## src/hw/rtl/csvg_pkg.sv

```systemverilog
// Package of shared types, constants and the face table for the cube-sphere vertex generator.
package csvg_pkg;

   localparam logic [6:0] MAX_GRID = 7'd64;
   localparam logic [6:0] MIN_GRID = 7'd2;

   localparam int STEP_CELLS = 18;
   localparam int SQRT_CELLS = 25;
   localparam int SCALE_CELLS = 18;
   localparam int META_DEPTH = 66;
   localparam int META_IDX = 1;
   localparam int META_VIDX = 2;
   localparam int META_COORD = 18;
   localparam int META_MAG = 20;
   localparam int META_SCALE = 46;
   localparam int META_LAST = 65;

   localparam logic [2:0] REG_RADIUS = 3'd0;
   localparam logic [2:0] REG_GRID_SIZE = 3'd1;
   localparam logic [2:0] REG_CENTER_X = 3'd2;
   localparam logic [2:0] REG_CENTER_Y = 3'd3;
   localparam logic [2:0] REG_CENTER_Z = 3'd4;

   localparam logic [2:0] LAST_FACE = 3'd5;

   typedef struct packed {
      logic [24:0] rem;
      logic [17:0] tail;
      logic [24:0] dvs;
      logic [17:0] quo;
   } div_type;

   typedef struct packed {
      logic [25:0] rem;
      logic [24:0] root;
      logic [49:0] tail;
   } sqrt_type;

   typedef struct packed {
      logic [2:0] neg;
      logic [2:0] ex;
      logic [2:0] ey;
   } face_type;

   typedef struct packed {
      logic             vld;
      logic             pv;
      logic             hq;
      logic [2:0]       face;
      logic [5:0]       row;
      logic [5:0]       col;
      logic [6:0]       n;
      logic [12:0]      nn;
      logic [12:0]      rown;
      logic [14:0]      vidx;
      logic [2:0]       neg;
      logic [2:0][32:0] mag;
   } meta_type;

   function automatic face_type face_lookup(input logic [2:0] face);
      face_type f;
      unique case (face)
         3'd1: f = '{neg: 3'b111, ex: 3'b100, ey: 3'b001};
         3'd2: f = '{neg: 3'b011, ex: 3'b001, ey: 3'b010};
         3'd3: f = '{neg: 3'b111, ex: 3'b001, ey: 3'b010};
         3'd4: f = '{neg: 3'b110, ex: 3'b100, ey: 3'b010};
         3'd5: f = '{neg: 3'b111, ex: 3'b100, ey: 3'b010};
         default: f = '{neg: 3'b101, ex: 3'b100, ey: 3'b001};
      endcase
      return f;
   endfunction

endpackage

```

## src/hw/rtl/csvg_sqrt_cell.sv

```systemverilog
// One digit-by-digit square root cell that produces one root bit per cycle while en is high.
module csvg_sqrt_cell (
   input  logic               clock,
   input  logic               en,
   input  csvg_pkg::sqrt_type cell_in,
   output csvg_pkg::sqrt_type cell_out
);
   csvg_pkg::sqrt_type cell_ff;
   csvg_pkg::sqrt_type cell_in_c;
   logic [27:0] trial;
   logic [27:0] tst;
   logic [27:0] diff;
   logic        ge;

   always_comb begin
      trial = {cell_in.rem, cell_in.tail[49:48]};
      tst = {1'b0, cell_in.root, 2'b01};
      diff = trial - tst;
      ge = trial >= tst;
      cell_in_c.rem = ge ? diff[25:0] : trial[25:0];
      cell_in_c.root = {cell_in.root[23:0], ge};
      cell_in_c.tail = {cell_in.tail[47:0], 2'b00};
   end

   always_ff @(posedge clock) begin
      if (en) begin
         cell_ff <= cell_in_c;
      end
   end

   assign cell_out = cell_ff;
endmodule

```

## config.mk

```make
export PLATFORM = sky130hd
export DESIGN_NAME = csvg_sqrt_cell
export DESIGN_NICKNAME = d
export VERILOG_FILES = /design/src/hw/rtl/csvg_pkg.sv /design/src/hw/rtl/csvg_sqrt_cell.sv
export SDC_FILE = /design/constraint.sdc
export NUM_CORES = 1
export LEC_CHECK = 0
export BUFFER_PORTS_ARGS = -buffer_cell sky130_fd_sc_hd__buf_4
export CAP_MARGIN = 20
export CORE_UTILIZATION = 48
export CTS_CLUSTER_SIZE = 10
export DETAILED_ROUTE_END_ITERATION = 10
export PLACE_DENSITY = 0.88
export SYNTH_ARGS = -nofsm -noshare
export SYNTH_HDL_FRONTEND = slang
export SYNTH_SLANG_ARGS = --single-unit
```

## constraint.sdc

```tcl
create_clock -name clock -period 3.2 [get_ports clock]
set_input_delay 0.16 -clock clock [delete_from_list [all_inputs] [get_ports clock]]
set_output_delay 0.16 -clock clock [all_outputs]
set_load 0.01 [all_outputs]
```

==> flow_metrics.tcl, run 1 <==
set metrics [dict create \
    hold_class "input port to register" \
    io_pins 204 \
    htree_levels 3 \
    synth_top_area_share_pct 62.44 \
    holdWs_ps 86.35 \
    cts_setup_buffers 0 \
    largest_reg_flops 99 \
    row_count 35 \
    dieArea_sq_um 10320 \
    worstSetupStartpointType "input port" \
    fin_nets 754 \
    arrival_ps 3520 \
    total_power_mw 3.411 \
    port_buffers 201 \
    crit_path_max_incr_delay_ps 560 \
    die_w_um 101.6 \
    crit_chain "dlygate4sd3_1 -> buf_4 -> inv_1 -> ha_1 -> a21oi_1 -> o21ai_1 -> a31o_2 -> a211o_1 -> a2111oi_4 -> nor3_2 -> or4b_1 -> nand3_1 -> mux2_2" \
    grt_start_max_net_pins 62 \
    cts_sinks 99 \
    power_density_nw_per_um2 462.0 \
    place.gp.congestion 0.8469 \
    antenna_found_initial 0 \
    wirelength_um 18420 \
    netlist_instances 341 \
    vias_per_cell 5.896 \
    first_pass_iters 8 \
    cts-root-buf "clkbuf_8" \
    final-instance-count-excl-fill 758 \
    post-dp-hpwl_um 10040 \
    num_antenna_cells 0 \
    drive_gt1_share_pct 41.81 \
    post-route-period-util_pct 101.6 \
    cp_slowest_cell "dlygate4sd3_1" \
    cts_buffers 9 \
    post-route-drc-count 0 \
    clkTransAtPathRegs_ps 110 \
    synth_area_sq_um 4761 \
    rsz0062_at_grt "yes" \
    power_leakage_nw 3.184 \
    cp_max_fo 6 \
    crit_type "input port to register" \
    final_antenna_net_count 0 \
    timing.final.ws_setup_ps -50.62 \
    synth_seq_cells 99 \
    gr-total-overflow 0 \
    synth_area_leaders "edfxtp_1 62%, ha_1 7.1%, mux2_2 5.4%, inv_1 2.6%, xnor2_1 2.4%" \
    outcome "complete, but fails checks" \
    crit_required_ps 3470 \
    worst_pin_slew_ps 830.6 \
    dpl.cell_count 670 \
    cap_violations 0 \
    violations "negative setup slack" \
    postSynthAreaPerCell_sq_um 13.96 \
    finalCriticalPeriod_ps 3251 \
    mostFrequentLayoutCells "204 x buf_4, 99 x edfxtp_1, 72 x dlygate4sd3_1, 33 x inv_1, 26 x ha_1" \
    grt_pass1_vias 4453 \
    core_area_sq_um 9415 \
    clockBufferDepth 2 \
    grt_pass1_wl_um 25990 \
    synth_top_flop_cell "edfxtp_1" \
    maxSlewViolCount 0 \
    drt_iter0_markers 650 \
    hold_viol 0 \
    seq_area_frac_synth_pct 62.44 \
    yosys_warnings 0 \
    mostFrequentLayoutCell "buf_4" \
    irDropWorstVdd_mv 0.2321 \
    die_h_um 101.6 \
    cp-end-kind "register" \
    initial_core_util_pct 50.56 \
    track_usage_pct 35.08 \
    fmax_ghz 0.3076 \
    setup_viol 2 \
    wl_per_cell_um 24.30 \
    max_slew_margin_pct 44.63 \
    synth.distinct_cells 53 \
    synth_edf_count 99 \
    vias 4469 \
    syn2layout_area_growth_pct 55.09 \
    cts_tree "done" \
    synth_top_area_cell "edfxtp_1" \
    async_reset_ff_share_pct 0 \
]
synthesized netlist by cell type, types with 2 or more instances:
cell type,n
a21o_1,7
o21a_1,3
nor2b_1,4
nand3_1,4
a21oi_1,22
buf_4,5
a31oi_1,2
mux2i_1,3
a2111oi_0,4
xnor2_1,13
ha_1,27
edfxtp_1,99
a211o_1,3
inv_1,33
nor3b_1,2
nor2_1,16
o211ai_1,2
mux2_2,23
xor2_1,6
nand4_1,2
nand2b_1,3
a211oi_1,2
o21ai_0,10
nand2_1,13
nor3_1,5
routing by layer:
metal	vias to the layer above	GRT usage [%]	routed length (um)
met2	393	56.34	8439
li1	1856	-	-
met1	2097	40.81	6412
met3	123	10.56	2056
met5	-	0	0
met4	0	23.19	1511
final timing paths:
kind / startpoint / slack (ps) / to / cells past startpoint
min: cell_in[96] / 90 / cell_out[98] / 2
max: cell_in[62] / -50 / cell_out[100] / 13
stage by stage:
step / area (sq um) / TNS [ps] / utilization, % / setup slack (ps)
global placement: 6426 / 0 / 68.25 / 206.1
global route: 7383 / -163.5 / 78.42 / -109.7
CTS: 7325 / 0 / 77.79 / 72.94
finish: 7383 / -98.34 / 78.42 / -50.62
detailed placement: 6426 / 0 / 68.25 / 94.18
floorplan: 4765 / 0 / - / 343.6
critical path: cells and delay by family:
kind | cells | cell delay [ps]
adders and majority gates | 1 | 410
muxes | 1 | 140
and+or+nand+nor | 3 | 710
AOI/OAI and AO/OA | 5 | 1340
buffers and inverters | 3 | 730
layout make-up:
cell class	instances	area, sq um
clock inverters	6	50.05
clock buffers	10	127.6
flip-flops and latches	99	2973
multi-input cells	203	1673
repair buffers	278	2275
well taps	129	161.4
fillers	485	2032
inverters	33	123.9
power breakdown:
part | switching (mW) | leakage [nW] | internal (mW)
clock network | 0.520 | 0.0823 | 0.294
registers | 0.0566 | 0.969 | 1.59
logic | 0.476 | 2.13 | 0.480
what timing repair did:
action                     4_1_cts  5_1_grt
setup endpoints to repair        0       22
gates resized for setup          0       14
hold endpoints to repair        72        0
hold buffers                    72        0
kinds of logic after synthesis:
group | share of synthesized area, %
flip-flops | 62.44
XOR/XNOR | 3.495
multiplexers | 6.071
other | 0.07877
AO/OA/AOI/OAI | 11.09
buffers and inverters | 3.574
AND/OR/NAND/NOR | 6.150
adder cells (fa/ha/maj) | 7.096
(Power assumes the default switching activity.)
==> inputs of run 2 (changes only) <==
--- a/config.mk
+++ b/config.mk
@@ -9,6 +9,6 @@
 export CAP_MARGIN = 20
-export CORE_UTILIZATION = 48
+export CORE_UTILIZATION = 45
 export CTS_CLUSTER_SIZE = 10
 export DETAILED_ROUTE_END_ITERATION = 10
-export PLACE_DENSITY = 0.88
+export PLACE_DENSITY = 0.76
 export SYNTH_ARGS = -nofsm -noshare
--- a/constraint.sdc
+++ b/constraint.sdc
@@ -3,2 +3,2 @@
 set_output_delay 0.16 -clock clock [all_outputs]
-set_load 0.01 [all_outputs]
+set_load 0.02 [all_outputs]
==> run 2 against run 1 <==
Net effect:
- wire length fell by 25%
- the run now ends clean
- critical path type unchanged
- largest power group unchanged
- flip-flop and latch count did not move
- first-iteration DRC count fell by 62%
- count of clock-buffer cells in the layout did not move
- clock power rose by 8.1%
==> flow_metrics.tcl, run 2 (synthesized netlist as in run 1, its figures left out) <==
set metrics [dict create \
    finalCriticalPeriod_ps 3132 \
    grt_start_max_net_pins 79 \
    antenna_found_initial 0 \
    post-dp-hpwl_um 8733 \
    hold_depth 2 \
    clockBufferDepth 2 \
    power_density_nw_per_um2 469.6 \
    dp_slack_ps 173.3 \
    cts_buffers 9 \
    wl_per_cell_um 17.93 \
    die_w_um 104.9 \
    crit_chain "dlygate4sd3_1 -> buf_4 -> inv_1 -> ha_2 -> a21oi_1 -> o21ai_1 -> a31o_2 -> a211o_1 -> a2111oi_4 -> nor3_2 -> or4b_1 -> nand3_1 -> mux2_2" \
    final_antenna_net_count 0 \
    core_area_sq_um 10280 \
    n_fill_cell 698 \
    vias 3930 \
    num_antenna_cells 0 \
    largest_reg_flops 99 \
    critPathBufInv 3 \
    cts-root-buf "clkbuf_8" \
    maxSlewViolCount 0 \
    cp-end-kind "register" \
    drt_iter0_markers 244 \
    mostFrequentLayoutCell "buf_4" \
    power_leakage_nw 3.227 \
    worstSetupStartpointType "input port" \
    crit_type "input port to register" \
    setup_viol 0 \
    fmax_ghz 0.3193 \
    max_slew_margin_pct 34.18 \
    first_pass_iters 4 \
    cp_slowest_cell "dlygate4sd3_1" \
    io_pins 204 \
    crit_family "compound AO/OA/AOI/OAI gates" \
    irDropWorstVdd_mv 0.2209 \
    wirelength_um 13790 \
    grt_pass1_wl_um 20750 \
    dieArea_sq_um 10990 \
    drive_gt1_share_pct 42.18 \
    place.gp.congestion 0.8539 \
    post-route-period-util_pct 97.87 \
    fin_nets 758 \
    cp_max_fo 6 \
    cts_tree "done" \
    timing.final.ws_setup_ps 68.12 \
    dpl.cell_count 677 \
    outcome "finished clean" \
    syn2layout_area_growth_pct 57.14 \
    cp_num_cells 13 \
    port_buffers 201 \
    track_usage_pct 24.66 \
    gr-total-overflow 0 \
    crit_required_ps 3430 \
    initial_core_util_pct 46.32 \
    worst_pin_slew_ps 987.2 \
    grt_pass1_vias 3850 \
    arrival_ps 3360 \
    die_h_um 104.9 \
    mostFrequentLayoutCells "208 x buf_4, 99 x edfxtp_1, 72 x dlygate4sd3_1, 33 x inv_1, 23 x mux2_2" \
    hold_viol 0 \
    crit_path_max_incr_delay_ps 550 \
    clkTransAtPathRegs_ps 90 \
    row_count 37 \
    htree_levels 3 \
    post-route-drc-count 0 \
    cts_sinks 99 \
    cap_violations 0 \
    hold_class "input port to register" \
    vias_per_cell 5.111 \
    final-instance-count-excl-fill 769 \
]
[run 2: cell types whose count changed in the layout (fill, tap and decap cells not counted), moves of 2 or more]
cell / before / now
clkinv_1: 0 / 2
a21oi_2: 3 / 1
clkinvlp_4: 3 / 0
ha_2: 1 / 5
inv_6: 0 / 2
a21oi_1: 20 / 22
inv_8: 2 / 0
ha_1: 26 / 22
buf_4: 204 / 208
bufinv_16: 0 / 2
buf_6: 2 / 0
[run 2: where the power goes]
group          internal [mW]  total [mW]  switching [mW]  leakage [nW]
registers               1.58        1.63          0.0433         0.969
clock network          0.442       0.879           0.437         0.106
logic                  0.495        1.01           0.512          2.15
total                   2.52        3.51           0.992          3.23
[run 2: final cells by class]
| type | count | area, sq um | share of cell area [%] |
|---|---|---|---|
| flip-flops and latches | 99 | 2973 | 39.74 |
| repair buffers | 282 | 2327 | 31.11 |
| clock inverters | 6 | 85.08 | 1.137 |
| well taps | 136 | 170.2 | 2.275 |
| clock buffers | 10 | 127.6 | 1.706 |
| multi-input cells | 203 | 1674 | 22.38 |
| inverters | 33 | 123.9 | 1.656 |
[run 2: path summary, 6_finish.rpt]
path / start / end / slack, ps
worst max-delay path: cell_in[60] / cell_out[100] / 70
worst min-delay path: cell_in[86] / cell_out[88] / 110
[run 2: what timing repair did]
item,CTS,global route
endpoints found under the setup margin,0,23
hold endpoints to repair,72,0
gates resized for setup,0,14
hold buffers,72,0
buffers inserted,0,3
[run 2: layer usage]
layer  GRT usage, %  up-vias  share of wire [%]
met5              0        -                  0
met4          7.143        0                1.6
met2          43.76      164                 51
met3          5.490       21                6.1
li1               -     1855                  -
met1          30.01     1890                 41
[run 2: stage by stage]
step	TNS [ps]	instance area [sq um]	hold slack (ps)	util (%)	total power [mW]
after global routing	-109.1	7481	99.33	72.79	3.648
after floorplan	0	4765	258.9	-	2.143
after detailed placement	0	6447	339.3	62.73	2.540
after global placement	0	6447	337.9	62.73	2.523
after CTS	0	7381	101.4	71.82	3.480
final	0	7481	114.7	72.79	3.513
==> inputs of run 3 (changes only) <==
Settings changed: CELL_PAD_IN_SITES_DETAIL_PLACEMENT from default to 0, CELL_PAD_IN_SITES_GLOBAL_PLACEMENT from default to 2, CORE_UTILIZATION 45 to 30, GPL_ROUTABILITY_DRIVEN from default to 0, PLACE_DENSITY 0.76 to default, PLACE_DENSITY_LB_ADDON from default to 0.1.
==> run 3 against run 2 <==
Net effect:
- first-iteration DRC count down 15%
- sequential share of layout area down 0.79 points
- clock power up 21%
- non-clock buffer count down 3
- critical endpoint is now cell_out[91]
- final area up 2.0%
- critical path type unchanged
- combinational power about the same
- wire length down 4.7%
- fmax up 3.1%
- largest power group unchanged
- critical path depth unchanged
- die area up 49%
- largest cell class unchanged
- core utilization down 23 points
- highest routed layer unchanged
- count of clock-buffer cells in the layout down 1
==> flow_metrics.tcl, run 3 (synthesized netlist as in run 1, its figures left out) <==
set metrics [dict create \
    grt_start_max_net_pins 67 \
    outcome "finished clean" \
    drive_gt1_share_pct 42.06 \
    vias_per_cell 4.457 \
    mostFrequentLayoutCells "205 x buf_4, 99 x edfxtp_1, 72 x dlygate4sd3_1, 33 x inv_1, 24 x ha_1" \
    fin_nets 755 \
    power_density_nw_per_um2 481.2 \
    fin_area_sq_um 7634 \
    initial_core_util_pct 30.97 \
    cp-end-kind "register" \
    maxSlewViolCount 0 \
    max_slew_margin_pct 66.17 \
    die_w_um 128.0 \
    io_pins 204 \
    drt_iter0_markers 208 \
    clockBufferDepth 2 \
    first_pass_iters 4 \
    worstSetupStartpointType "input port" \
    cap_violations 0 \
    irDropWorstVdd_mv 0.2221 \
    rsz0062_at_grt "no" \
    hold_class "input port to register" \
    antenna_found_initial 0 \
    port_buffers 201 \
    post-route-drc-count 0 \
    fin_tns_setup_ps 0 \
    post-route-period-util_pct 94.93 \
    mostFrequentLayoutCell "buf_4" \
    gr-total-overflow 0 \
    htree_levels 3 \
    cts_sinks 99 \
    row_count 45 \
    cts_buffers 9 \
    worst_pin_slew_ps 502.1 \
    post-dp-hpwl_um 9375 \
    cp_max_fo 8 \
    track_usage_pct 16.27 \
    arrival_ps 3140 \
    finalCriticalPeriod_ps 3038 \
    grt_pass1_vias 3784 \
    dieArea_sq_um 16380 \
    final_util_pct 49.66 \
    grt_pass1_wl_um 20150 \
    die_h_um 128.0 \
    final_antenna_net_count 0 \
    place_area_sq_um 6554 \
    power_leakage_nw 3.245 \
    cts-root-buf "clkbuf_16" \
    n_fill_cell 1396 \
    syn2layout_area_growth_pct 60.34 \
    fmax_ghz 0.3292 \
    hold_viol 0 \
    crit_required_ps 3300 \
    largest_reg_flops 99 \
    wirelength_um 13140 \
    clkTransAtPathRegs_ps 70 \
    wl_per_cell_um 15.62 \
    vias 3748 \
    setup_viol 0 \
    cts_tree "done" \
    crit_type "input port to register" \
    core_area_sq_um 15370 \
    num_antenna_cells 0 \
]
-- run 3: per-stage QoR --
| stage | worst slack (ps) | cells | hold WS (ps) | total power, mW |
|---|---|---|---|---|
| after floorplan | 343.6 | 342 | 258.9 | 2.143 |
| after global placement | 189.3 | 752 | 338.2 | 2.552 |
| after detailed placement | 85.58 | 752 | 339.2 | 2.554 |
| after CTS | 16.12 | 840 | 106.7 | 3.707 |
| after global routing | 16.32 | 841 | 112.5 | 3.850 |
| final | 162.4 | 841 | 120.8 | 3.673 |
-- run 3: cell type report --
class,instances,area [sq um],share of cell area [%]
multi-input cells,203,1690,22.14
clock inverters,7,57.56,0.7540
well taps,211,264.0,3.458
clock buffers,9,225.2,2.950
flip-flops and latches,99,2973,38.94
repair buffers,279,2300,30.13
inverters,33,123.9,1.623
-- run 3: worst max-delay path: stages --
cell           delay, ps
dlygate4sd3_1        530
buf_4                110
inv_1                 30
ha_1                 370
nand2_1              180
nor2_2               100
and2_1               200
a211oi_1             340
o2bb2ai_1            180
a21oi_2               70
a41oi_4              280
buf_4                230
mux2_2               350
-- run 3: per-layer routing --
layer  vias to the layer above  wire length (um)  global-route usage [%]
li1                       1851                 -                       -
met3                        11              1100                   5.175
met2                       160              6155                   26.82
met5                         -                 0                       0
met1                      1726              5723                   20.22
met4                         0               159                   5.190
-- run 3: worst paths after layout --
path               startpoint  slack (ps)  cells after the start            to
hold / removal    cell_in[76]         120                      2  cell_out[78]
setup / recovery  cell_in[67]         160                     13  cell_out[91]
-- run 3: report_power, final --
part	total, mW	switching (mW)	internal [mW]
Sequential	1.62	0.0375	1.58
Combinational	0.989	0.501	0.489
Clock	1.06	0.522	0.541
Total	3.67	1.06	2.61
-- run 3: repair_timing --
| item | CTS | global route |
|---|---|---|
| endpoints found under the setup margin | 0 | 22 |
| gates resized for setup | 0 | 14 |
| endpoints found under the hold margin | 72 | 0 |
| buffers inserted | 0 | 1 |
| hold buffers | 72 | 0 |
