**config.mk**
```make
export PLATFORM = sky130hd
export DESIGN_NAME = csvg_div_cell
export DESIGN_NICKNAME = d
export VERILOG_FILES = /design/src/hw/rtl/csvg_pkg.sv /design/src/hw/rtl/csvg_div_cell.sv
export SDC_FILE = /design/constraint.sdc
export NUM_CORES = 1
export LEC_CHECK = 0
export ABC_CLOCK_PERIOD_IN_PS = 5250
export BUFFER_PORTS_ARGS = -buffer_cell sky130_fd_sc_hd__buf_2
export CAP_MARGIN = 20
export CORE_ASPECT_RATIO = 0.5
export CORE_MARGIN = 2
export CORE_UTILIZATION = 38
export DETAILED_ROUTE_END_ITERATION = 16
export PLACE_DENSITY = 0.65
export SYNTH_ARGS = -nofsm -noshare
export SYNTH_HDL_FRONTEND = slang
export SYNTH_SLANG_ARGS = --single-unit
```
**constraint.sdc**
```tcl
create_clock -name clock -period 5.25 [get_ports clock]
set_input_delay 1.3125 -clock clock [delete_from_list [all_inputs] [get_ports clock]]
set_output_delay 1.3125 -clock clock [all_outputs]
set_load 0.05 [all_outputs]
```
**src/hw/rtl/csvg_pkg.sv**
```systemverilog
// Package of shared types, constants and the face table for the cube-sphere vertex generator.
package csvg_pkg;

   localparam logic [6:0] MAX_GRID = 7'd64;
   localparam logic [6:0] MIN_GRID = 7'd2;

   localparam int STEP_CELLS = 18;
   localparam int SQRT_CELLS = 25;
   localparam int SCALE_CELLS = 18;
   localparam int META_DEPTH = 66;
   localparam int META_IDX = 1;
   localparam int META_VIDX = 2;
   localparam int META_COORD = 18;
   localparam int META_MAG = 20;
   localparam int META_SCALE = 46;
   localparam int META_LAST = 65;

   localparam logic [2:0] REG_RADIUS = 3'd0;
   localparam logic [2:0] REG_GRID_SIZE = 3'd1;
   localparam logic [2:0] REG_CENTER_X = 3'd2;
   localparam logic [2:0] REG_CENTER_Y = 3'd3;
   localparam logic [2:0] REG_CENTER_Z = 3'd4;

   localparam logic [2:0] LAST_FACE = 3'd5;

   typedef struct packed {
      logic [24:0] rem;
      logic [17:0] tail;
      logic [24:0] dvs;
      logic [17:0] quo;
   } div_type;

   typedef struct packed {
      logic [25:0] rem;
      logic [24:0] root;
      logic [49:0] tail;
   } sqrt_type;

   typedef struct packed {
      logic [2:0] neg;
      logic [2:0] ex;
      logic [2:0] ey;
   } face_type;

   typedef struct packed {
      logic             vld;
      logic             pv;
      logic             hq;
      logic [2:0]       face;
      logic [5:0]       row;
      logic [5:0]       col;
      logic [6:0]       n;
      logic [12:0]      nn;
      logic [12:0]      rown;
      logic [14:0]      vidx;
      logic [2:0]       neg;
      logic [2:0][32:0] mag;
   } meta_type;

   function automatic face_type face_lookup(input logic [2:0] face);
      face_type f;
      unique case (face)
         3'd1: f = '{neg: 3'b111, ex: 3'b100, ey: 3'b001};
         3'd2: f = '{neg: 3'b011, ex: 3'b001, ey: 3'b010};
         3'd3: f = '{neg: 3'b111, ex: 3'b001, ey: 3'b010};
         3'd4: f = '{neg: 3'b110, ex: 3'b100, ey: 3'b010};
         3'd5: f = '{neg: 3'b111, ex: 3'b100, ey: 3'b010};
         default: f = '{neg: 3'b101, ex: 3'b100, ey: 3'b001};
      endcase
      return f;
   endfunction

endpackage

```
**src/hw/rtl/csvg_div_cell.sv**
```systemverilog
// One restoring division cell that produces one quotient bit per cycle while en is high.
module csvg_div_cell (
   input  logic              clock,
   input  logic              en,
   input  csvg_pkg::div_type cell_in,
   output csvg_pkg::div_type cell_out
);
   csvg_pkg::div_type cell_ff;
   csvg_pkg::div_type cell_in_c;
   logic [25:0] trial;
   logic [25:0] diff;
   logic        ge;

   always_comb begin
      trial = {cell_in.rem, cell_in.tail[17]};
      diff = trial - {1'b0, cell_in.dvs};
      ge = trial >= {1'b0, cell_in.dvs};
      cell_in_c.rem = ge ? diff[24:0] : trial[24:0];
      cell_in_c.tail = {cell_in.tail[16:0], 1'b0};
      cell_in_c.dvs = cell_in.dvs;
      cell_in_c.quo = {cell_in.quo[16:0], ge};
   end

   always_ff @(posedge clock) begin
      if (en) begin
         cell_ff <= cell_in_c;
      end
   end

   assign cell_out = cell_ff;
endmodule

```
==> summary.txt, run 1 <==
Synth
  • #FFs+latches synth: 85
  • Most frequent cell after synthesis: edfxtp_1
  • Cell variety after synth: 54
  • Post-Syn Area: 0.00437 sq mm
  • Post-synth EDFFs: 85
  • Net Count, Synth: 451
  • Ys flop type: edfxtp_1
  • Synth top area share: 58.4%
  • Synth area leaders: edfxtp_1 (58%), ha_1 (7.2%), mux2_4 (4.1%), xnor2_1 (3.8%), a21oi_1 (3.1%)
  • Syn Inst Count: 337
  • Area leader, netlist: edfxtp_1
  • Ys async rst share: 0%
  • Synth warn: 0
  • Post-synth top cells: edfxtp_1 (85), inv_1 (30), a21oi_1 (27)
  • Avg Cell Area, Syn: 13.0 sq um
  • Register area share after synthesis: 58.4%

Clocking
  • TritonCTS Buffers: 9
  • PostCTS Resize Cnt: 0
  • # Post-CTS Setup Buffers: 0
  • Clock sinks: 85
  • CTS Root Cell: clkbuf_16
  • CTS tree: done
  • Clock-pin slew on the worst setup and hold paths: 60 ps
  • # H-tree levels: 3
  • Clock buffer depth: 2
  • # hold bufs at CTS: 0

Finish
  • Area grow syn2layout: 29.7%
  • Final instance area: 0.00568 sq mm
  • Layout cells sized above 1: 41.2%
  • Max FFs per register: 85
  • Nets: 624
  • Post-layout util: 51.1%
  • N_diodes: 0

Worst setup path
  • Slowest stage delay, CP: 420 ps
  • Worst Path Arrival: 4240 ps
  • Top Family by Delay on Critical Path: compound AO/OA/AOI/OAI gates
  • CP dominant cell by count: inv_1
  • Crit path max fanout: 24
  • CP Data Required Time: 5340 ps
  • CP Capture Type: flip-flop
  • Startpoint Class: primary input
  • Cell Chain, Critical Path: buf_2 -> inv_1 -> ha_1 -> inv_1 -> fa_1 -> a21o_1 -> a311o_1 -> nor2b_4 -> a2111o_1 -> and3_1 -> nor2_8 -> inv_4 -> mux2_4
  • Critical path class: in -> reg
  • Critical Path Slowest Stage Cell: a2111o_1
  • Worst Path Buf+Inv: 4

Hold path
  • Hold WC Path Type: in -> reg
  • HP Start: cell_in[12]
  • Worst hold path depth: 1
  • Worst hold endpoint: cell_out[13]

STA
  • Slew headroom: 64.3%
  • Max Freq: 0.241 GHz
  • Fin Setup TNS: 0 ps
  • Worst Setup Slack, final: 1100 ps
  • Fin crit share: 79.0%
  • Final number of setup-violating endpoints: 0
  • Slew Viols, Final: 0
  • Tmin final: 4150 ps
  • Hold Vio Cnt, Final: 0
  • RSZ-0062 raised after global routing: false
  • Worst-Margin Slew: 529 ps

Placed design
  • Port Buf Inserts: 171
  • Routability cong.: 0.892
  • Hpwl dp: 7550 microns
  • Post-DP Area: 0.00535 sq mm
  • Pre-CTS setup slack: 750 ps

Global routing
  • Initial antenna violation count: 0
  • Largest net degree at the start of global routing: 86
  • Total gr overflow: 0
  • First-pass GRT wire length: 15600 microns
  • Vias in the first global route: 3142
  • All-Layer GR Usage: 16.5%

Route
  • Violation count after the first detailed-route iteration: 169
  • DR WL/cell: 15.3 microns
  • Number of vias per cell: 4.91
  • Routed via count: 3242
  • Post-DRT Antenna Nets: 0
  • TritonRoute pass-1 iters: 4
  • Final WL: 10100 microns
  • DRC: 0

Floorplan
  • Die height: 79.9 microns
  • Die Area: 0.0124 sq mm
  • Std cell rows: 27
  • Initial Utilization: 39.4%
  • Die width: 156 microns
  • Total core area: 0.0111 sq mm
  • # IOs: 174

Pwr
  • Pwr/cell area: 370 mW/mm^2
  • Total power: 2100 uW
  • Worst VDD drop: 0.162 mV
  • Leakage: 0.00254 uW

Run status
  • Status: finished clean

Flow run
  • Number of max-cap violations: 0
## report_power, final
group | internal [uW] | total, uW | switching, uW
Clock | 371 | 639 | 268
Sequential | 832 | 846 | 14.5
Combinational | 190 | 614 | 423
Total | 1390 | 2100 | 706
## cells by family (layout without fill, tap and decap cells)
kind of cell / after synthesis / after routing / share of synthesized area [%]
XOR/XNOR: 22 / 22 / 4.41
AND/OR/NAND/NOR: 68 / 68 / 8.38
buffers and inverters: 42 / 220 / 4.38
AO/OA/AOI/OAI: 75 / 75 / 11.2
adder cells (fa/ha/maj): 26 / 26 / 7.61
flip-flops: 85 / 85 / 58.4
multiplexers: 18 / 18 / 5.63
other: 1 / 1 / 0.0857
## routing by layer
metal	part of all wire (%)	wire length, microns	track usage [%]	vias to the layer above
li1	-	-	-	1609
met1	45	4540	21.4	1505
met2	47	4720	26.9	122
met3	7.7	776	5.65	6
met4	0.90	91	4.13	0
met5	0	0	0	-
## worst max path at each step
stage	from	cells after the start	slack (ps)	end
2_1_floorplan	cell_in[60]	14	1130	cell_out[67]
3_3_place_gp	cell_in[60]	13	760	cell_out[71]
3_5_place_dp	cell_in[60]	13	750	cell_out[70]
4_1_cts	cell_in[60]	13	1110	cell_out[70]
5_1_grt	cell_in[60]	13	1020	cell_out[70]
6_report	cell_in[60]	13	1100	cell_out[76]
## layout by cell type, fill, tap and decap left out, types with 4 or more instances in the layout
master	instances
a21o_1	7
inv_1	30
nor2_1	12
nor3_1	13
a211oi_1	5
a21oi_1	27
nand2_1	14
ha_1	25
clkbuf_16	9
o21ai_0	9
nand4_1	5
o21a_1	4
nand2b_1	4
nand3_1	4
and3_1	4
mux2_2	5
xnor2_1	19
mux2_4	12
buf_2	170
edfxtp_1	85
## metrics by stage
stage	cells	hold slack, ps
floorplan	337	1410
detailed placement	643	1490
global route	660	1130
finish	660	1140
global placement	643	1490
CTS	659	1130
## layout make-up
type | instances | area [sq um]
multi-input combinational | 210 | 1630
fill | 994 | 5440
tap | 145 | 181
clock buffer | 9 | 225
clock inverter | 7 | 73.8
timing repair buffer | 173 | 893
sequential | 85 | 2550
inverter | 31 | 119
No activity file was read; power rests on OpenSTA's default activity.
==> inputs of run 2 (changes only) <==
--- a/config.mk
+++ b/config.mk
@@ -5,14 +5,15 @@
 export SDC_FILE = /design/constraint.sdc
 export NUM_CORES = 1
 export LEC_CHECK = 0
-export ABC_CLOCK_PERIOD_IN_PS = 5250
+export ABC_AREA = 1
+export ABC_CLOCK_PERIOD_IN_PS = 3450
 export BUFFER_PORTS_ARGS = -buffer_cell sky130_fd_sc_hd__buf_2
 export CAP_MARGIN = 20
 export CORE_ASPECT_RATIO = 0.5
 export CORE_MARGIN = 2
 export CORE_UTILIZATION = 38
 export DETAILED_ROUTE_END_ITERATION = 16
-export PLACE_DENSITY = 0.65
+export PLACE_DENSITY = 0.66
 export SYNTH_ARGS = -nofsm -noshare
 export SYNTH_HDL_FRONTEND = slang
 export SYNTH_SLANG_ARGS = --single-unit
==> constraint.sdc (replaced) <==
create_clock -name clock -period 3.45 [get_ports clock]
set_input_delay 0.8625 -clock clock [delete_from_list [all_inputs] [get_ports clock]]
set_output_delay 0.8625 -clock clock [all_outputs]
set_load 0.05 [all_outputs]
==> run 2 against run 1 <==
Area after synthesis is 15% higher. Count of clock-buffer cells in the layout stayed put. Sequential share of layout area is 5.0 points lower. Utilization is 1.0 points lower. Non-clock buffer count is 4 higher. Critical path type unchanged. Largest cell class unchanged. Global-route usage is 2.5 points higher. Critical path depth is 2 lower. Cell count is 45% higher. Power is 51% higher. Routed wire length is 30% higher. Die area is 14% higher.
==> summary.txt, run 2 <==
Run status
  • Status: finished clean

Pwr
  • Internal power: 2010 uW
  • Sequential power share: 40.6%
  • Switching pwr: 1160 uW
  • Pwr/cell area: 496 mW/mm^2
  • Leakage: 0.00341 uW
  • Worst VDD drop: 0.302 mV
  • Clock Power Share: 29.2%
  • Total power: 3170 uW
  • Switching share of power: 36.7%
  • Gate power share: 30.2%

Clocking
  • CTS Root Cell: clkbuf_16
  • # Post-CTS Setup Buffers: 0
  • Clock-pin slew on the worst setup and hold paths: 70 ps
  • # H-tree levels: 3
  • Clock buffer depth: 2
  • PostCTS Resize Cnt: 0
  • CTS tree: done
  • # hold bufs at CTS: 0
  • TritonCTS Buffers: 9
  • Clock sinks: 85

Synth
  • Post-synth EDFFs: 85
  • #FFs+latches synth: 85
  • Cell variety after synth: 28
  • Ys async rst share: 0%
  • Post-Syn Area: 0.00502 sq mm
  • Most frequent cell after synthesis: nand2_1
  • Synth warn: 0
  • Avg Cell Area, Syn: 8.33 sq um
  • Syn Inst Count: 603
  • Area leader, netlist: edfxtp_1
  • Net Count, Synth: 717
  • Register area share after synthesis: 50.8%
  • Synth area leaders: edfxtp_1 (51%), nand2_1 (18%), inv_1 (8.9%), ha_1 (6.2%), nand4_1 (4.1%)
  • Ys flop type: edfxtp_1
  • Post-synth top cells: nand2_1 (240), inv_1 (119), edfxtp_1 (85)
  • Synth top area share: 50.8%

Route
  • Violation count after the first detailed-route iteration: 299
  • Number of vias per cell: 4.62
  • Final WL: 13200 microns
  • DR WL/cell: 13.8 microns
  • DRC: 0
  • Routed via count: 4424
  • Post-DRT Antenna Nets: 0
  • TritonRoute pass-1 iters: 5

Worst setup path
  • Critical path class: in -> reg
  • CP Capture Type: flip-flop
  • Worst Path Arrival: 2800 ps
  • CP Data Required Time: 3650 ps
  • Startpoint Class: primary input
  • Crit path max fanout: 25

Global routing
  • All-Layer GR Usage: 19.1%
  • First-pass GRT wire length: 21400 microns
  • Total gr overflow: 0
  • Vias in the first global route: 4238
  • Initial antenna violation count: 0
  • Largest net degree at the start of global routing: 48

Floorplan
  • Die Area: 0.0142 sq mm
  • Std cell rows: 29
  • Die height: 85.3 microns
  • Die width: 167 microns
  • Total core area: 0.0128 sq mm
  • Initial Utilization: 39.3%
  • # IOs: 174

Finish
  • FF+latch area: 0.00255 sq mm
  • Fillers: 1303
  • N_diodes: 0
  • Layout cells sized above 1: 25.7%
  • Nets: 896
  • Commonest non-fill, non-tap cell in the layout: nand2_1
  • Max FFs per register: 85
  • Post-layout util: 50.0%
  • Most frequent cells in the layout: nand2_1 (240), buf_2 (170), inv_1 (119), edfxtp_1 (85), nand4_1 (33)
  • Multi-input logic area: 0.00196 sq mm
  • Final instance area: 0.00639 sq mm
  • Area grow syn2layout: 27.2%

STA
  • Slew Viols, Final: 0
  • Hold Vio Cnt, Final: 0
  • RSZ-0062 raised after global routing: false
  • Max Freq: 0.385 GHz
  • Final number of setup-violating endpoints: 0
  • Worst-Margin Slew: 635 ps
  • Slew headroom: 57.7%
  • Tmin final: 2600 ps
  • Fin Setup TNS: 0 ps
  • Fin crit share: 75.3%

Flow run
  • Number of max-cap violations: 0

Placed design
  • Post-DP Area: 0.00611 sq mm
  • Routability cong.: 0.874
  • Port Buf Inserts: 171
  • Hpwl dp: 10200 microns

Hold path
  • Worst hold path depth: 1
  • Hold WC Path Type: in -> reg
-- run 2: cell types whose count changed after synthesis, sizes merged, moves of 19 or more --
cell / before / now
nor2: 13 / 32
xnor2: 19 / 0
nand4: 5 / 33
inv: 31 / 121
nand2: 14 / 241
nand3: 4 / 23
-- run 2: logic make-up after synthesis --
logic type	share of synthesized area, %
AO/OA/AOI/OAI	1.47
AND/OR/NAND/NOR	28.7
XOR/XNOR	2.09
flip-flops	50.8
adder cells (fa/ha/maj)	6.63
other	0.0747
buffers and inverters	10.2
-- run 2: final timing paths --
check,start,end,slack [ps]
setup / recovery,cell_in[60],cell_out[67],850
hold / removal,cell_in[8],cell_out[9],700
-- run 2: area by class of cell --
cell class                 instances  share of cell area [%]
inverter                         121                    7.11
tap                              170                    3.33
clock buffer                       9                    3.53
clock inverter                     7                   0.901
sequential                        85                    40.0
timing repair buffer             177                    14.5
multi-input combinational        388                    30.7
-- run 2: power by group through the flow --
stage          combinational [uW]  clock (uW)  sequential, uW
2_1_floorplan                 324           0            1680
3_3_place_gp                  946           0            1300
3_5_place_dp                  956           0            1310
4_1_cts                       961         953            1290
5_1_grt                      1040         987            1300
6_report                      957         925            1280
-- run 2: stage by stage --
step                      hold WS, ps  setup WS (ps)  std cells
after floorplan                   961            938        603
after global routing              681            696        957
final                             702            852        957
after global placement           1040            561        941
after detailed placement         1040            489        941
after CTS                         687            833        957
-- run 2: metal layers --
| layer | share of wire [%] | GRT usage (%) | vias up |
|---|---|---|---|
| met2 | 41 | 27.9 | 136 |
| met1 | 51 | 28.9 | 2010 |
| li1 | - | - | 2272 |
| met4 | 0.40 | 3.68 | 0 |
| met3 | 6.7 | 4.43 | 6 |
| met5 | 0 | 0 | - |
-- run 2: worst max-delay path: stages --
cell and delay (ps):
buf_2 110, inv_1 50, ha_1 160, inv_1 80, fa_1 440, nand3_1 120, nand3_1 260, nand3_4 160
buf_4 330, nand4_1 140, nand2_1 100
==> inputs of run 3 (changes only) <==
--- a/config.mk
+++ b/config.mk
@@ -6,7 +6,7 @@
 export NUM_CORES = 1
 export LEC_CHECK = 0
 export ABC_AREA = 1
-export ABC_CLOCK_PERIOD_IN_PS = 3450
+export ABC_CLOCK_PERIOD_IN_PS = 2100
 export BUFFER_PORTS_ARGS = -buffer_cell sky130_fd_sc_hd__buf_2
 export CAP_MARGIN = 20
 export CORE_ASPECT_RATIO = 0.5
==> constraint.sdc (replaced) <==
create_clock -name clock -period 2.1 [get_ports clock]
set_input_delay 0.525 -clock clock [delete_from_list [all_inputs] [get_ports clock]]
set_output_delay 0.525 -clock clock [all_outputs]
set_load 0.05 [all_outputs]
==> run 3 against run 2 <==
Power rose by 74%. Critical path depth rose by 3. Die area did not move. Via count rose by 5.5%. Hold slack got worse by 340 ps. Global-route usage rose by 0.74 points. Flip-flop and latch count did not move. Critical endpoint is now cell_out[73]. Largest power group unchanged.
==> summary.txt, run 3 (synthesis results as in run 2) <==
Finish
  • Area grow syn2layout: 41.4%
  • N_diodes: 0
  • Nets: 968
  • Most frequent cells in the layout: nand2_1 (231), buf_2 (170), inv_1 (119), edfxtp_1 (85), buf_4 (72)
  • Fillers: 1199
  • Layout cells sized above 1: 34.3%
  • Commonest non-fill, non-tap cell in the layout: nand2_1
  • Final instance area: 0.00710 sq mm
  • Max FFs per register: 85

Route
  • DR WL/cell: 13.5 microns
  • Routed via count: 4666
  • DRC: 0
  • TritonRoute pass-1 iters: 4
  • Violation count after the first detailed-route iteration: 293
  • Post-DRT Antenna Nets: 0
  • Number of vias per cell: 4.54
  • Final WL: 13900 microns

Worst setup path
  • Critical path class: in -> reg
  • Critical Path Slowest Stage Cell: fa_2
  • Worst Path Arrival: 2150 ps
  • Worst setup path end: cell_out[73]
  • CP Capture Type: flip-flop
  • Critical Path Stages: 14
  • Crit path max fanout: 4
  • CP dominant cell by count: nand2_1
  • Top Family by Delay on Critical Path: simple AND/OR/NAND/NOR gates
  • Cell Chain, Critical Path: buf_2 -> inv_1 -> ha_2 -> inv_1 -> fa_2 -> nand2_2 -> nand2_2 -> nand3_1 -> nand2_2 -> nand2_1 -> nand2_1 -> xor2_1 -> nand2_1 -> nand2_1
  • Worst setup path start: cell_in[60]
  • Startpoint Class: primary input
  • Worst Path Buf+Inv: 3
  • Slowest stage delay, CP: 410 ps
  • CP Data Required Time: 2190 ps

STA
  • Slew Viols, Final: 0
  • Fin Setup TNS: 0 ps
  • Max Freq: 0.486 GHz
  • Hold Vio Cnt, Final: 0
  • Final number of setup-violating endpoints: 0
  • Fin crit share: 97.9%
  • Tmin final: 2060 ps

Clocking
  • # H-tree levels: 3
  • Clock-pin slew on the worst setup and hold paths: 60 ps
  • CTS tree: done
  • CTS Root Cell: clkbuf_16
  • Clock buffer depth: 2
  • TritonCTS Buffers: 9
  • Clock sinks: 85

Placed design
  • Routability cong.: 0.900
  • Post-DP Area: 0.00675 sq mm
  • Hpwl dp: 11300 microns
  • Port Buf Inserts: 171

Floorplan
  • Initial Utilization: 39.3%
  • Die height: 85.3 microns
  • Die Area: 0.0142 sq mm
  • # IOs: 174
  • Total core area: 0.0128 sq mm
  • Die width: 167 microns
  • Std cell rows: 29

Pwr
  • Worst VDD drop: 0.459 mV
  • Pwr/cell area: 776 mW/mm^2
  • Leakage: 0.00378 uW

Run status
  • Status: finished clean

Global routing
  • Largest net degree at the start of global routing: 29
  • First-pass GRT wire length: 22100 microns
  • Vias in the first global route: 4476
  • All-Layer GR Usage: 19.8%
  • Initial antenna violation count: 0
  • Total gr overflow: 0

Hold path
  • Hold WC Path Type: in -> reg
  • HP Start: cell_in[47]

Flow run
  • Number of max-cap violations: 0
-- run 3: cell count changes in the layout (fill, tap and decap cells not counted), moves of 2 or more --
cell and change:
buf_4 +67, buf_6 +2, ha_1 -7, nor2_2 +2, buf_12 +3, nor2_1 -2
nand2_2 +9, nand2_1 -9, clkinv_4 -2, ha_4 +6
-- run 3: final cells by class --
class | instances | area [sq um] | share of cell area (%)
repair buffers | 249 | 1510 | 21.3
multi-input cells | 388 | 2070 | 29.2
well taps | 170 | 213 | 3.00
clock inverters | 6 | 71.3 | 1.00
clock buffers | 9 | 225 | 3.17
inverters | 121 | 454 | 6.40
flip-flops and latches | 85 | 2550 | 35.9
-- run 3: power by group --
| part | switching, uW | internal (uW) |
|---|---|---|
| Combinational | 1220 | 554 |
| Sequential | 36.1 | 2070 |
| Clock | 695 | 928 |
-- run 3: metrics by stage --
stage / cells / utilization [%] / power (uW) / hold slack [ps] / setup slack [ps]
after global routing: 1028 / 55.6 / 5790 / 343 / -18.8
after global placement: 1012 / 52.8 / 3880 / 703 / -248
final: 1028 / 55.6 / 5510 / 361 / 44.2
after CTS: 1027 / 55.1 / 5540 / 350 / 48.5
after detailed placement: 1012 / 52.8 / 3900 / 703 / -295
after floorplan: 603 / - / 3300 / 624 / -5.50
-- run 3: routing by layer --
layer | vias to the layer above | GRT usage [%] | share of wire, %
met2 | 134 | 29.2 | 41
met3 | 11 | 4.85 | 6.5
met1 | 2104 | 29.7 | 52
met5 | - | 0 | 0
li1 | 2417 | - | -
met4 | 0 | 3.84 | 0.69
-- run 3: worst min-delay path by stage --
stage | endpoint | slack [ps] | cells past startpoint
6_report | cell_out[48] | 360 | 1
5_1_grt | cell_out[10] | 340 | 1
4_1_cts | cell_out[59] | 350 | 1
3_5_place_dp | cell_out[48] | 700 | 1
3_3_place_gp | cell_out[13] | 700 | 1
2_1_floorplan | cell_out[10] | 620 | 0
-- run 3: repair_timing --
action	in CTS	in global routing
setup endpoints to repair	0	25
resized for setup	0	15
buffers inserted	0	1
hold buffers	0	0
